<file path="src/rtl/core/retryable_error_phrase_matcher_defines.svh">
// Assertion macros shared by the phrase matcher RTL.
// Each macro takes a label, the clock, the reset and the property or condition.
`ifndef RETRYABLE_ERROR_PHRASE_MATCHER_DEFINES_SVH
`define RETRYABLE_ERROR_PHRASE_MATCHER_DEFINES_SVH

`ifndef SYNTHESIS

`define REPM_ASSERT(label, clk, rst, prop) \
   label: assert property (@(posedge clk) disable iff (rst) (prop)) \
      else $error("phrase matcher assertion failed");

`define REPM_ASSERT_NEVER(label, clk, rst, cond) \
   `REPM_ASSERT(label, clk, rst, !(cond))

`else

`define REPM_ASSERT(label, clk, rst, prop)

`define REPM_ASSERT_NEVER(label, clk, rst, cond)

`endif

`endif

</file>
<file path="src/rtl/core/repm_pkg.sv">
package repm_pkg;

   localparam int HistoryBytesDefault = 35;
   localparam int PhraseCount = 27;
   localparam int PhraseMax = 36;

   // Phrases are right aligned: the last character sits in bits [7:0].
   localparam logic [PhraseMax*8-1:0] PhraseText [PhraseCount] = '{
      "handshake", "network error", "tls", "ssl", "eof", "unexpected eof",
      "connect failed", "connect error", "connection refused",
      "no route to host", "network is unreachable", "host is down",
      "connection reset", "broken pipe",
      "temporary failure in name resolution", "name or service not known",
      "nodename nor servname provided", "unknown host", "host not found",
      "timeout", "timed out",
      "partial file", "partial transfer", "truncated", "transfer closed",
      "outstanding read data remaining", "empty reply from server"
   };

   localparam int PhraseLen [PhraseCount] = '{
      9, 13, 3, 3, 3, 14,
      14, 13, 18,
      16, 22, 12,
      16, 11,
      36, 25,
      30, 12, 14,
      7, 9,
      12, 16, 9, 15,
      31, 23
   };

   localparam logic [7:0] UpperA = 8'h41;
   localparam logic [7:0] UpperZ = 8'h5a;
   localparam logic [7:0] CaseOffset = 8'h20;

   typedef struct packed {
      logic [7:0] byte_value;
      logic       has_byte;
      logic       end_of_message;
   } item_type;

   typedef struct packed {
      logic [7:0] folded;
      logic       hit;
   } match_type;

endpackage

</file>
<file path="src/rtl/core/repm_channels.sv">
interface repm_req_if;
   logic       valid;
   logic       ready;
   logic [7:0] byte_value;
   logic       has_byte;
   logic       end_of_message;

   modport source (output valid, output byte_value, output has_byte,
                   output end_of_message, input ready);
   modport sink (input valid, input byte_value, input has_byte,
                 input end_of_message, output ready);
endinterface

interface repm_rsp_if;
   logic valid;
   logic ready;
   logic retryable;

   modport source (output valid, output retryable, input ready);
   modport sink (input valid, input retryable, output ready);
endinterface

</file>
<file path="src/rtl/core/repm_matcher.sv">
module repm_matcher #(
   parameter int HistoryBytes = repm_pkg::HistoryBytesDefault
) (
   input  logic [7:0]                   byte_value,
   input  logic [HistoryBytes-1:0][7:0] window,
   output repm_pkg::match_type          result
);
   import repm_pkg::*;

   logic [7:0]             folded;
   logic [PhraseCount-1:0] phrase_hit;

   assign folded = (byte_value >= UpperA && byte_value <= UpperZ) ?
                   byte_value + CaseOffset : byte_value;

   // One comparator per phrase character; position 0 is the new byte,
   // position i is window entry i-1 (newest first).
   for (genvar k = 0; k < PhraseCount; k++) begin : g_phrase
      logic [PhraseMax-1:0] char_ok;
      for (genvar i = 0; i < PhraseMax; i++) begin : g_char
         if (i >= PhraseLen[k]) begin : g_pad
            assign char_ok[i] = 1'b1;
         end else if (i == 0) begin : g_new
            assign char_ok[i] = (folded == PhraseText[k][7:0]);
         end else if (i - 1 < HistoryBytes) begin : g_hist
            assign char_ok[i] = (window[i-1] == PhraseText[k][8*i +: 8]);
         end else begin : g_out
            assign char_ok[i] = 1'b0;
         end
      end
      if (PhraseLen[k] <= HistoryBytes + 1) begin : g_fits
         assign phrase_hit[k] = &char_ok;
      end else begin : g_long
         assign phrase_hit[k] = 1'b0;
      end
   end

   assign result.folded = folded;
   assign result.hit    = |phrase_hit;

endmodule

</file>
<file path="src/rtl/core/repm_history.sv">
`include "retryable_error_phrase_matcher_defines.svh"

module repm_history #(
   parameter int HistoryBytes = repm_pkg::HistoryBytesDefault
) (
   input  logic                         clock,
   input  logic                         reset,
   input  logic                         advance,
   input  repm_pkg::item_type           item,
   input  repm_pkg::match_type          match,
   output logic [HistoryBytes-1:0][7:0] window_ff,
   output logic                         flag
);
   import repm_pkg::*;

   logic [HistoryBytes-1:0][7:0] window_in;
   logic                         seen_ff;
   logic                         seen_in;

   // flag: sticky state including a hit on the byte now being retired
   assign flag = seen_ff || (item.has_byte && match.hit);

   always_comb begin
      window_in = window_ff;
      seen_in   = seen_ff;
      if (advance) begin
         if (item.end_of_message) begin
            window_in = '0;
            seen_in   = 1'b0;
         end else if (item.has_byte) begin
            window_in = {window_ff[HistoryBytes-2:0], match.folded};
            seen_in   = flag;
         end
      end
   end

   always_ff @(posedge clock) begin
      if (reset) begin
         window_ff <= '0;
         seen_ff   <= 1'b0;
      end else begin
         window_ff <= window_in;
         seen_ff   <= seen_in;
      end
   end

   `REPM_ASSERT(a_clear_after_last, clock, reset, (advance && item.end_of_message) |=> (!seen_ff && window_ff == '0))
   `REPM_ASSERT(a_hit_sticks, clock, reset, (advance && item.has_byte && match.hit && !item.end_of_message) |=> seen_ff)

endmodule

</file>
<file path="src/rtl/core/retryable_error_phrase_matcher.sv">
// A final word is registered in the input stage, then its result word in the output stage.
// Throughput: one request word per cycle, but for stalls of final words; the
// phrase compare is a single pass of parallel comparators against the history
// window. A final word stalls only while the previous result word is still unread.
// Reset (synchronous, active high) empties both stages, clears the window
// and the sticky match flag.
`include "retryable_error_phrase_matcher_defines.svh"

module retryable_error_phrase_matcher #(
   parameter int HistoryBytes = repm_pkg::HistoryBytesDefault
) (
   input logic       clock,
   input logic       reset,
   repm_req_if.sink  req_ch,
   repm_rsp_if.source rsp_ch
);
   import repm_pkg::*;

   // Input stage: holds one request word.
   logic     s1_valid_ff;
   logic     s1_valid_in;
   item_type s1_item_ff;
   logic     s1_go;
   logic     req_accept;

   // Output stage: holds one result word.
   logic rsp_valid_ff;
   logic rsp_valid_in;
   logic rsp_flag_ff;
   logic rsp_flag_in;

   logic [HistoryBytes-1:0][7:0] window;
   match_type                    match;
   logic                         flag;

   // The input stage retires when its word needs no result slot, or the
   // slot is free, or the slot empties this cycle.
   assign s1_go = s1_valid_ff &&
                  (!s1_item_ff.end_of_message || !rsp_valid_ff || rsp_ch.ready);

   assign req_ch.ready = !s1_valid_ff || s1_go;
   assign req_accept   = req_ch.valid && req_ch.ready;

   always_comb begin
      s1_valid_in = s1_valid_ff;
      if (req_accept) begin
         s1_valid_in = 1'b1;
      end else if (s1_go) begin
         s1_valid_in = 1'b0;
      end
   end

   always_ff @(posedge clock) begin
      if (reset) begin
         s1_valid_ff <= 1'b0;
      end else begin
         s1_valid_ff <= s1_valid_in;
      end
   end

   // payload register, no reset needed
   always_ff @(posedge clock) begin
      if (req_accept) begin
         s1_item_ff.byte_value     <= req_ch.byte_value;
         s1_item_ff.has_byte       <= req_ch.has_byte;
         s1_item_ff.end_of_message <= req_ch.end_of_message;
      end
   end

   repm_matcher #(
      .HistoryBytes(HistoryBytes)
   ) u_matcher (
      .byte_value(s1_item_ff.byte_value),
      .window    (window),
      .result    (match)
   );

   repm_history #(
      .HistoryBytes(HistoryBytes)
   ) u_history (
      .clock    (clock),
      .reset    (reset),
      .advance  (s1_go),
      .item     (s1_item_ff),
      .match    (match),
      .window_ff(window),
      .flag     (flag)
   );

   // Result slot: loaded by a retiring final word, emptied when read.
   always_comb begin
      rsp_valid_in = rsp_valid_ff;
      rsp_flag_in  = rsp_flag_ff;
      if (s1_go && s1_item_ff.end_of_message) begin
         rsp_valid_in = 1'b1;
         rsp_flag_in  = flag;
      end else if (rsp_ch.ready) begin
         rsp_valid_in = 1'b0;
      end
   end

   always_ff @(posedge clock) begin
      if (reset) begin
         rsp_valid_ff <= 1'b0;
      end else begin
         rsp_valid_ff <= rsp_valid_in;
      end
   end

   always_ff @(posedge clock) begin
      rsp_flag_ff <= rsp_flag_in;
   end

   assign rsp_ch.valid     = rsp_valid_ff;
   assign rsp_ch.retryable = rsp_flag_ff;

   // A full, unread slot must hold back a pending final word.
   `REPM_ASSERT(a_last_waits, clock, reset, (s1_valid_ff && s1_item_ff.end_of_message && rsp_valid_ff && !rsp_ch.ready) |-> !s1_go)
   // A result only appears after a final word retired.
   `REPM_ASSERT(a_rsp_has_source, clock, reset, $rose(rsp_valid_ff) |-> $past(s1_go && s1_item_ff.end_of_message))

endmodule

</file>
<file path="src/flat_wrapper.sv">
// flat-port wrapper written by rule: the top's interface ports become plain ports
module retryable_error_phrase_matcher_flat import repm_pkg::*;
#(
   parameter int HistoryBytes = repm_pkg::HistoryBytesDefault
)
  (clock, reset, req_ch_valid, req_ch_byte_value, req_ch_has_byte, req_ch_end_of_message, req_ch_ready, rsp_ch_valid, rsp_ch_retryable, rsp_ch_ready);
  repm_req_if req_ch_i ();
  repm_rsp_if rsp_ch_i ();
  input logic clock;
  input logic reset;
  input wire logic [$bits(req_ch_i.valid)-1:0] req_ch_valid;
  input wire logic [$bits(req_ch_i.byte_value)-1:0] req_ch_byte_value;
  input wire logic [$bits(req_ch_i.has_byte)-1:0] req_ch_has_byte;
  input wire logic [$bits(req_ch_i.end_of_message)-1:0] req_ch_end_of_message;
  output wire logic [$bits(req_ch_i.ready)-1:0] req_ch_ready;
  output wire logic [$bits(rsp_ch_i.valid)-1:0] rsp_ch_valid;
  output wire logic [$bits(rsp_ch_i.retryable)-1:0] rsp_ch_retryable;
  input wire logic [$bits(rsp_ch_i.ready)-1:0] rsp_ch_ready;
  assign req_ch_i.valid = req_ch_valid;
  assign req_ch_i.byte_value = req_ch_byte_value;
  assign req_ch_i.has_byte = req_ch_has_byte;
  assign req_ch_i.end_of_message = req_ch_end_of_message;
  assign req_ch_ready = req_ch_i.ready;
  assign rsp_ch_valid = rsp_ch_i.valid;
  assign rsp_ch_retryable = rsp_ch_i.retryable;
  assign rsp_ch_i.ready = rsp_ch_ready;
  retryable_error_phrase_matcher #(.HistoryBytes(HistoryBytes)) u_core (.clock(clock), .reset(reset), .req_ch(req_ch_i), .rsp_ch(rsp_ch_i));
endmodule
</file>
<file path="config.mk">
export PLATFORM = sky130hd
export DESIGN_NAME = retryable_error_phrase_matcher_flat
export DESIGN_NICKNAME = d
export VERILOG_FILES = /design/src/rtl/core/repm_pkg.sv /design/src/rtl/core/repm_channels.sv /design/src/rtl/core/repm_matcher.sv /design/src/rtl/core/repm_history.sv /design/src/rtl/core/retryable_error_phrase_matcher.sv /design/src/flat_wrapper.sv
export VERILOG_INCLUDE_DIRS = /design/src /design/src/rtl/core
export SDC_FILE = /design/constraint.sdc
export NUM_CORES = 1
export LEC_CHECK = 0
export BUFFER_PORTS_ARGS = -buffer_cell sky130_fd_sc_hd__buf_2
export CAP_MARGIN = 20
export CORE_MARGIN = 1
export CORE_UTILIZATION = 45
export DETAILED_ROUTE_END_ITERATION = 16
export HOLD_SLACK_MARGIN = 0.06
export REMOVE_ABC_BUFFERS = 1
export SETUP_SLACK_MARGIN = 0.5
export SLEW_MARGIN = 20
export SYNTH_ARGS = -nofsm -noshare
export SYNTH_HDL_FRONTEND = slang
export SYNTH_SLANG_ARGS = --single-unit
</file>
<file path="constraint.sdc">
create_clock -name clock -period 2.9 [get_ports clock]
set_clock_uncertainty 0.05 [all_clocks]
set_input_delay 0.725 -clock clock [delete_from_list [all_inputs] [get_ports clock]]
set_output_delay 0.725 -clock clock [all_outputs]
set_load 0.03 [all_outputs]
</file>
---- After elaboration in Yosys (flattened, before gate mapping) ----
Cells that the tools add are included.
operators by class
  add/sub/neg operators ................... 1
  multipliers ............................. 0
  div/mod/pow operators ................... 0
  order comparisons ....................... 2
  equal/unequal tests ..................... 240
  shift operators ......................... 0
  muxes and demuxes ....................... 9
  bitwise logic cells ..................... 0
  reduce and logical (&&, ||, !) cells .... 44
operator list
  cell                                                                   count
  8-bit by 7-bit == test with 1-bit output, second input constant        222
  280-bit 2-to-1 mux                                                     2
  8-bit by 6-bit == test with 1-bit output, second input constant        18
  16-bit AND reduction                                                   3
  14-bit AND reduction                                                   3
  12-bit AND reduction                                                   3
  36-bit AND reduction                                                   1
  31-bit AND reduction                                                   1
  30-bit AND reduction                                                   1
  9-bit AND reduction                                                    3
  27-bit OR reduction                                                    1
  13-bit AND reduction                                                   2
  25-bit AND reduction                                                   1
  23-bit AND reduction                                                   1
  22-bit AND reduction                                                   1
  18-bit AND reduction                                                   1
  15-bit AND reduction                                                   1
  11-bit AND reduction                                                   1
  3-bit AND reduction                                                    3
  8-bit by 6-bit adder with 8-bit output, second input constant          1
  8-bit by 7-bit >= comparator with 1-bit output, second input constant  1
  8-bit by 7-bit <= comparator with 1-bit output, second input constant  1
  8-bit 2-to-1 mux                                                       1
  7-bit AND reduction                                                    1
  6 further kinds                                                        22
storage, ports and cells
  register bits ........................... 294
  latch bits .............................. 0
  bits in writable memories ............... 0
  ROM bits ................................ 0
  bits of input ports ..................... 14
  output and inout port bits .............. 3
  logic and storage cells ................. 338
  memories kept ........................... 0

---- Depth between registers and ports, before layout ----
  word-level depth ........................ 10
  mapped depth ............................ 9
  gate-level depth less buffers ........... 9

---- By module ----
Synthesis repeated with hierarchy kept, for this count alone.
unflattened totals
  cells, all modules ...................... 1513
  area total of the unflattened synthesis .. 13912.1 um^2
modules (own cells, without submodules)
  module                          times used  cells an instance  area an instance (um^2)  sequential area each (um^2)
  repm_history                    1           948                9818.2                   5625.4
  repm_matcher                    1           542                3659.8                   0.0
  retryable_error_phrase_matcher  1           23                 434.2                    370.4

---- Least setup slack after synthesis ----
Ideal clock, no wire load.
  path kind ............................... register to register
  start ................................... reg u_core.s1_item_ff[8] (netlist name)
  end ..................................... reg u_core.rsp_flag_ff, in the netlist u_core.rsp_ch.retryable (data pin)
  setup time .............................. 129 ps
  arrival time ............................ 2422 ps
  required time ........................... 2721 ps
  setup slack ............................. 298 ps
  stages on the path, launching flop included .. 10
  buffers on the path ..................... 0
  clock period less this slack ............ 2602 ps
  path through ............................ edfxtp_1 > ha_1 > nor2b_1 > o2111ai_1 > or4_1 > or4_4 > o2111ai_2 > a2111oi_2 > nand3_1 > o21a_1
on the way
  cells in the longest elaborated chain, start to end .. 8
  elaborated cells between the ends (all ways) .. 44
  those cells by class .................... 1 x add/sub; 2 x order compare; 9 x eq/ne; 1 x mux; 31 x reduce/logical
ends and longest elaborated chain
  item                                                                                                                     RTL line                               text
  8-bit by 7-bit >= comparator with 1-bit output / 8-bit by 7-bit <= comparator with 1-bit output (equally long branches)  repm_matcher.sv:13                     assign folded = (byte_value >= UpperA && byte_value <= UpperZ) ?
  1-bit logical AND                                                                                                        repm_matcher.sv:13
  8-bit 2-to-1 mux *                                                                                                       repm_matcher.sv:13
  8-bit by 7-bit == test with 1-bit output                                                                                 repm_matcher.sv:24                     assign char_ok[i] = (folded == PhraseText[k][7:0]);
  36-bit AND reduction (tied with other cells)                                                                             repm_matcher.sv:32                     assign phrase_hit[k] = &char_ok;
  27-bit OR reduction *                                                                                                    repm_matcher.sv:39                     assign result.hit = |phrase_hit;
  1-bit logical AND *                                                                                                      repm_history.sv:21                     assign flag = seen_ff || (item.has_byte && match.hit);
  1-bit logical OR *                                                                                                       repm_history.sv:21
  net u_core.flag                                                                                                          retryable_error_phrase_matcher.sv:34   logic flag;
  end signal: assignment                                                                                                   retryable_error_phrase_matcher.sv:111  rsp_flag_ff <= rsp_flag_in;
  end: declaration                                                                                                         retryable_error_phrase_matcher.sv:29   logic rsp_flag_ff;
Mark *: on every way through the listed nets, which the timed path passes. The rest lies on a longest branch.
A chain may end at the register's enable or synchronous reset.

---- Final worst setup path ----
  start ................................... reg u_core.u_history.window_ff[79] (netlist bit)
  end ..................................... reg u_core.rsp_flag_ff, in the netlist u_core.rsp_ch.retryable (data pin)
on the way
  cells in the longest elaborated chain, start to end .. 5
  elaborated cells between the ends (all ways) .. 37
  those cells by class .................... 14 x eq/ne; 23 x reduce/logical
ends and longest elaborated chain
  item                                                                                                         RTL line                              text
  start: declaration                                                                                           repm_history.sv:11                    output logic [HistoryBytes-1:0][7:0] window_ff,
  start signal: assignment                                                                                     repm_history.sv:42                    window_ff <= window_in;
  8-bit by 6-bit == test with 1-bit output / 8-bit by 7-bit == test with 1-bit output (equally long branches)  repm_matcher.sv:26                    assign char_ok[i] = (window[i-1] == PhraseText[k][8*i +: 8]);
  36-bit AND reduction (tied with other cells)                                                                 repm_matcher.sv:32
  27-bit OR reduction *                                                                                        repm_matcher.sv:39
  1-bit logical AND *                                                                                          repm_history.sv:21
  1-bit logical OR *                                                                                           repm_history.sv:21
  net u_core.flag                                                                                              retryable_error_phrase_matcher.sv:34
Marks and branches as above.

==> run summary <==
Yosys cell types -> 55
1st-pass router iterations -> 9
Hold-fix buffers, CTS -> 0
die span in x -> 175.0 µm
most common cell after layout, fill and taps aside -> nor2_1
Finish-stage setup viols -> 0
clock-pin slew on the worst setup and hold paths -> 70 ps
final wirelength -> 53.37 mm
share of Yosys cell area claimed by the top area cell type -> 0.4205
cell area after synthesis -> 13470 µm²
CTS max path bufs -> 3
Synth Instances -> 1569
CP Data Required Time -> 3150 ps
Max-Cap Viols -> 0
placed cells -> 1982
crit end category -> register
H-Tree Depth -> 1
Port Buf Inserts -> 16
crit-path max FO -> 5
Post-Layout Cell Count -> 2042
CTS sink count -> 294
hold_ws -> 305.3 ps
share of layout cells above drive strength 1 -> 0.1562
cell taking the most area after synthesis -> dfxtp_1
Power Dens Cells -> 527.4 nW/µm²
hpwl dp -> 39.17 mm
Congestion Overflow GR -> 0
dpl ws -> -10.58 ps
Switch Pwr -> 1.850 mW
status -> finished, final reports clean
period utilization -> 0.9344
worst r2r path cells -> 9
Worst-Skew Late Latency -> 570 ps
Fin. Hold Viols -> 0
die height -> 175.0 µm
sequential power share -> 0.484
VDD IR max -> 0.5232 mV
final core utilization -> 0.5499
Endpoint, Worst Hold -> u_core.s1_item_ff[1]
switching part of the total -> 0.2193
largest net degree at the start of global routing -> 124
Clock power frac -> 0.483
most frequent cells in the layout -> nor2_1 (333), dfxtp_1 (281), a22oi_1 (277)
Area after DPL -> 14730 µm²
DR WL/cell -> 26.14 µm
register-to-register setup slack -> 190 ps
CTS tree -> done
Async S/R FF share, synth -> 0
Logic pwr share -> 0.033
diode count -> 0
Final Instance Area -> 16000 µm²
first-pass GRT wire length -> 80.43 mm
Via Count -> 13410
Iter 0 DRT Violations -> 1727
hold depth -> 1
Root Buffer -> clkbuf_16
Int Pwr -> 6.588 mW
row count -> 62
Leak -> 5.254 nW
FMAX -> 369.0 MHz
slack of the critical path -> 190.3 ps
max-slew violations -> 0
vias per cell -> 6.568
vias in the first global route -> 12490
#FFs+latches synth -> 294
prevailing post-synth register cell -> dfxtp_1
gr usage total -> 0.3431
critical path type -> reg2reg
worst min-delay path category -> in2reg
post-detailed-route count of antenna-violating nets -> 0
Synth area leaders -> dfxtp_1 (42%), a22oi_1 (15%), nor2_1 (9.3%), clkbuf_1 (3.4%), nand4_1 (3.2%)
Layout area overhead -> 18.73%
CTS buffer count -> 31
number of flops mapped to enable cells by yosys -> 11
Critical R2R Launch -> u_core.u_history.window_ff[79]
critical path launch point type -> register
gp weighted congestion -> 1.037
initial core utilization -> 0.4632
nets@finish -> 1649
Synth warnings -> 0
fin crit period -> 2710 ps
Reg-to-Reg End -> u_core.rsp_ch.retryable
Worst Path Arrival -> 2960 ps
Remaining DRCs -> 0
Rel. slew slack -> 0.5694
area of the core -> 29090 µm²
RSZ-0062 raised after global routing -> true
initial antenna violation count -> 1
hold_sp -> req_ch_has_byte
worst slew pin tran -> 640.0 ps
Mean Syn Cell Area -> 8.588 µm²
total die area -> 30640 µm²
sequential cell area fraction in the yosys report -> 0.4450
IO Pins -> 17
==> routing by layer <==
layer / routed length [µm] / share of wire / track usage
met3: 4497 / 0.084 / 0.05875
met1: 24280 / 0.45 / 0.5032
met2: 22990 / 0.43 / 0.5088
met5: 0 / 0 / 0
met4: 1600 / 0.030 / 0.1051
==> layout make-up <==
| class | instances | area [µm²] |
|---|---|---|
| fill | 2705 | 13090 |
| multi-input combinational | 1143 | 7163 |
| sequential | 294 | 5998 |
| timing repair buffer | 161 | 1290 |
| tap | 384 | 480.5 |
| clock inverter | 12 | 142.6 |
| inverter | 3 | 11.26 |
| clock buffer | 45 | 912.1 |
==> power groups by stage <==
stage               Combinational, mW  Clock [mW]  Sequential (mW)
floorplan                      0.0996           0             4.18
global placement                0.266           0             4.18
detailed placement              0.265           0             4.18
CTS                             0.271        4.14             4.09
global route                    0.299        4.32             4.09
finish                          0.279        4.07             4.09
==> per-stage QoR <==
| stage | TNS, ps | power (mW) |
|---|---|---|
| 2_1_floorplan | -2197650 | 4.280 |
| 3_5_place_dp | -10.58 | 4.441 |
| 4_1_cts | 0 | 8.492 |
| 5_1_grt | 0 | 8.707 |
| 6_report | 0 | 8.438 |
| 3_3_place_gp | 0 | 4.442 |
==> flip-flops by register name (all words and copies together) (netlist names) <==
register	cells
u_core.s1_item_ff	10
u_core.s1_valid_ff	1
u_core.rsp_ch.retryable	1
u_core.u_history.window_ff	280
u_core.u_history.seen_ff	1
u_core.rsp_ch.valid	1
==> worst max-delay path: stages (launching register included) <==
cell and delay [ps]:
dfxtp_1 420, and4bb_2 290, buf_4 180, nand3_1 320
nor4_1 110, and4_1 210, o211a_1 240, nor4_1 310
nand3_2 160, o21a_1 140
==> synth_stat cells (2+ instances only) <==
cell       number
or4b_1          3
a22oi_1       277
and4bb_2        6
edfxtp_1       11
or4_1           9
nor4b_1        24
nand4b_1       26
buf_4           4
and3_1          3
or3b_2          2
inv_1           3
nand3b_1       12
nand2b_1       10
nor3b_1        13
a21oi_1        10
and2_1          2
nand4bb_1       3
nand4_1        68
nand3_1        42
nand2_1        64
nor2b_1        27
a32oi_1         2
or2_2           3
and4b_1        25
nor4bb_1       33
and3b_1         8
o21ai_0         4
and4_1          8
or3_1           4
dfxtp_1       283
nor3_1         37
o22ai_1         3
or4b_2          3
buf_2           3
clkbuf_1      122
o2111ai_1       2
nor4_1         54
nor2_1        334
o211ai_1        6
==> what timing repair did <==
action / 4_1_cts / 5_1_grt
pin swaps: 1 / 2
setup endpoints to repair: 2 / 3
setup buffers: 2 / 1
gates resized for setup: 18 / 15
==> logic make-up after synthesis <==
kind of cell / after synthesis / share of synthesized area
flip-flops: 294 / 0.4450
AO/OA/AOI/OAI: 314 / 0.1739
buffers and inverters: 132 / 0.03816
adder cells (fa/ha/maj): 1 / 0.0009284
AND/OR/NAND/NOR: 828 / 0.3420
==> worst max-delay path by stage <==
| stage | from | end | slack, ps |
|---|---|---|---|
| after floorplan | u_core.s1_item_ff[0] | u_core.u_history.window_ff[0] | -7850 |
| after global placement | u_core.s1_item_ff[7] | u_core.rsp_ch.retryable | 20 |
| after detailed placement | u_core.s1_item_ff[8] | u_core.rsp_ch.retryable | -10 |
| after CTS | u_core.s1_item_ff[7] | u_core.rsp_ch.retryable | 200 |
| after global routing | u_core.s1_item_ff[8] | u_core.rsp_ch.retryable | 140 |
| final | u_core.u_history.window_ff[79] | u_core.rsp_ch.retryable | 190 |
Note: power is estimated with default switching activity, not from simulation.
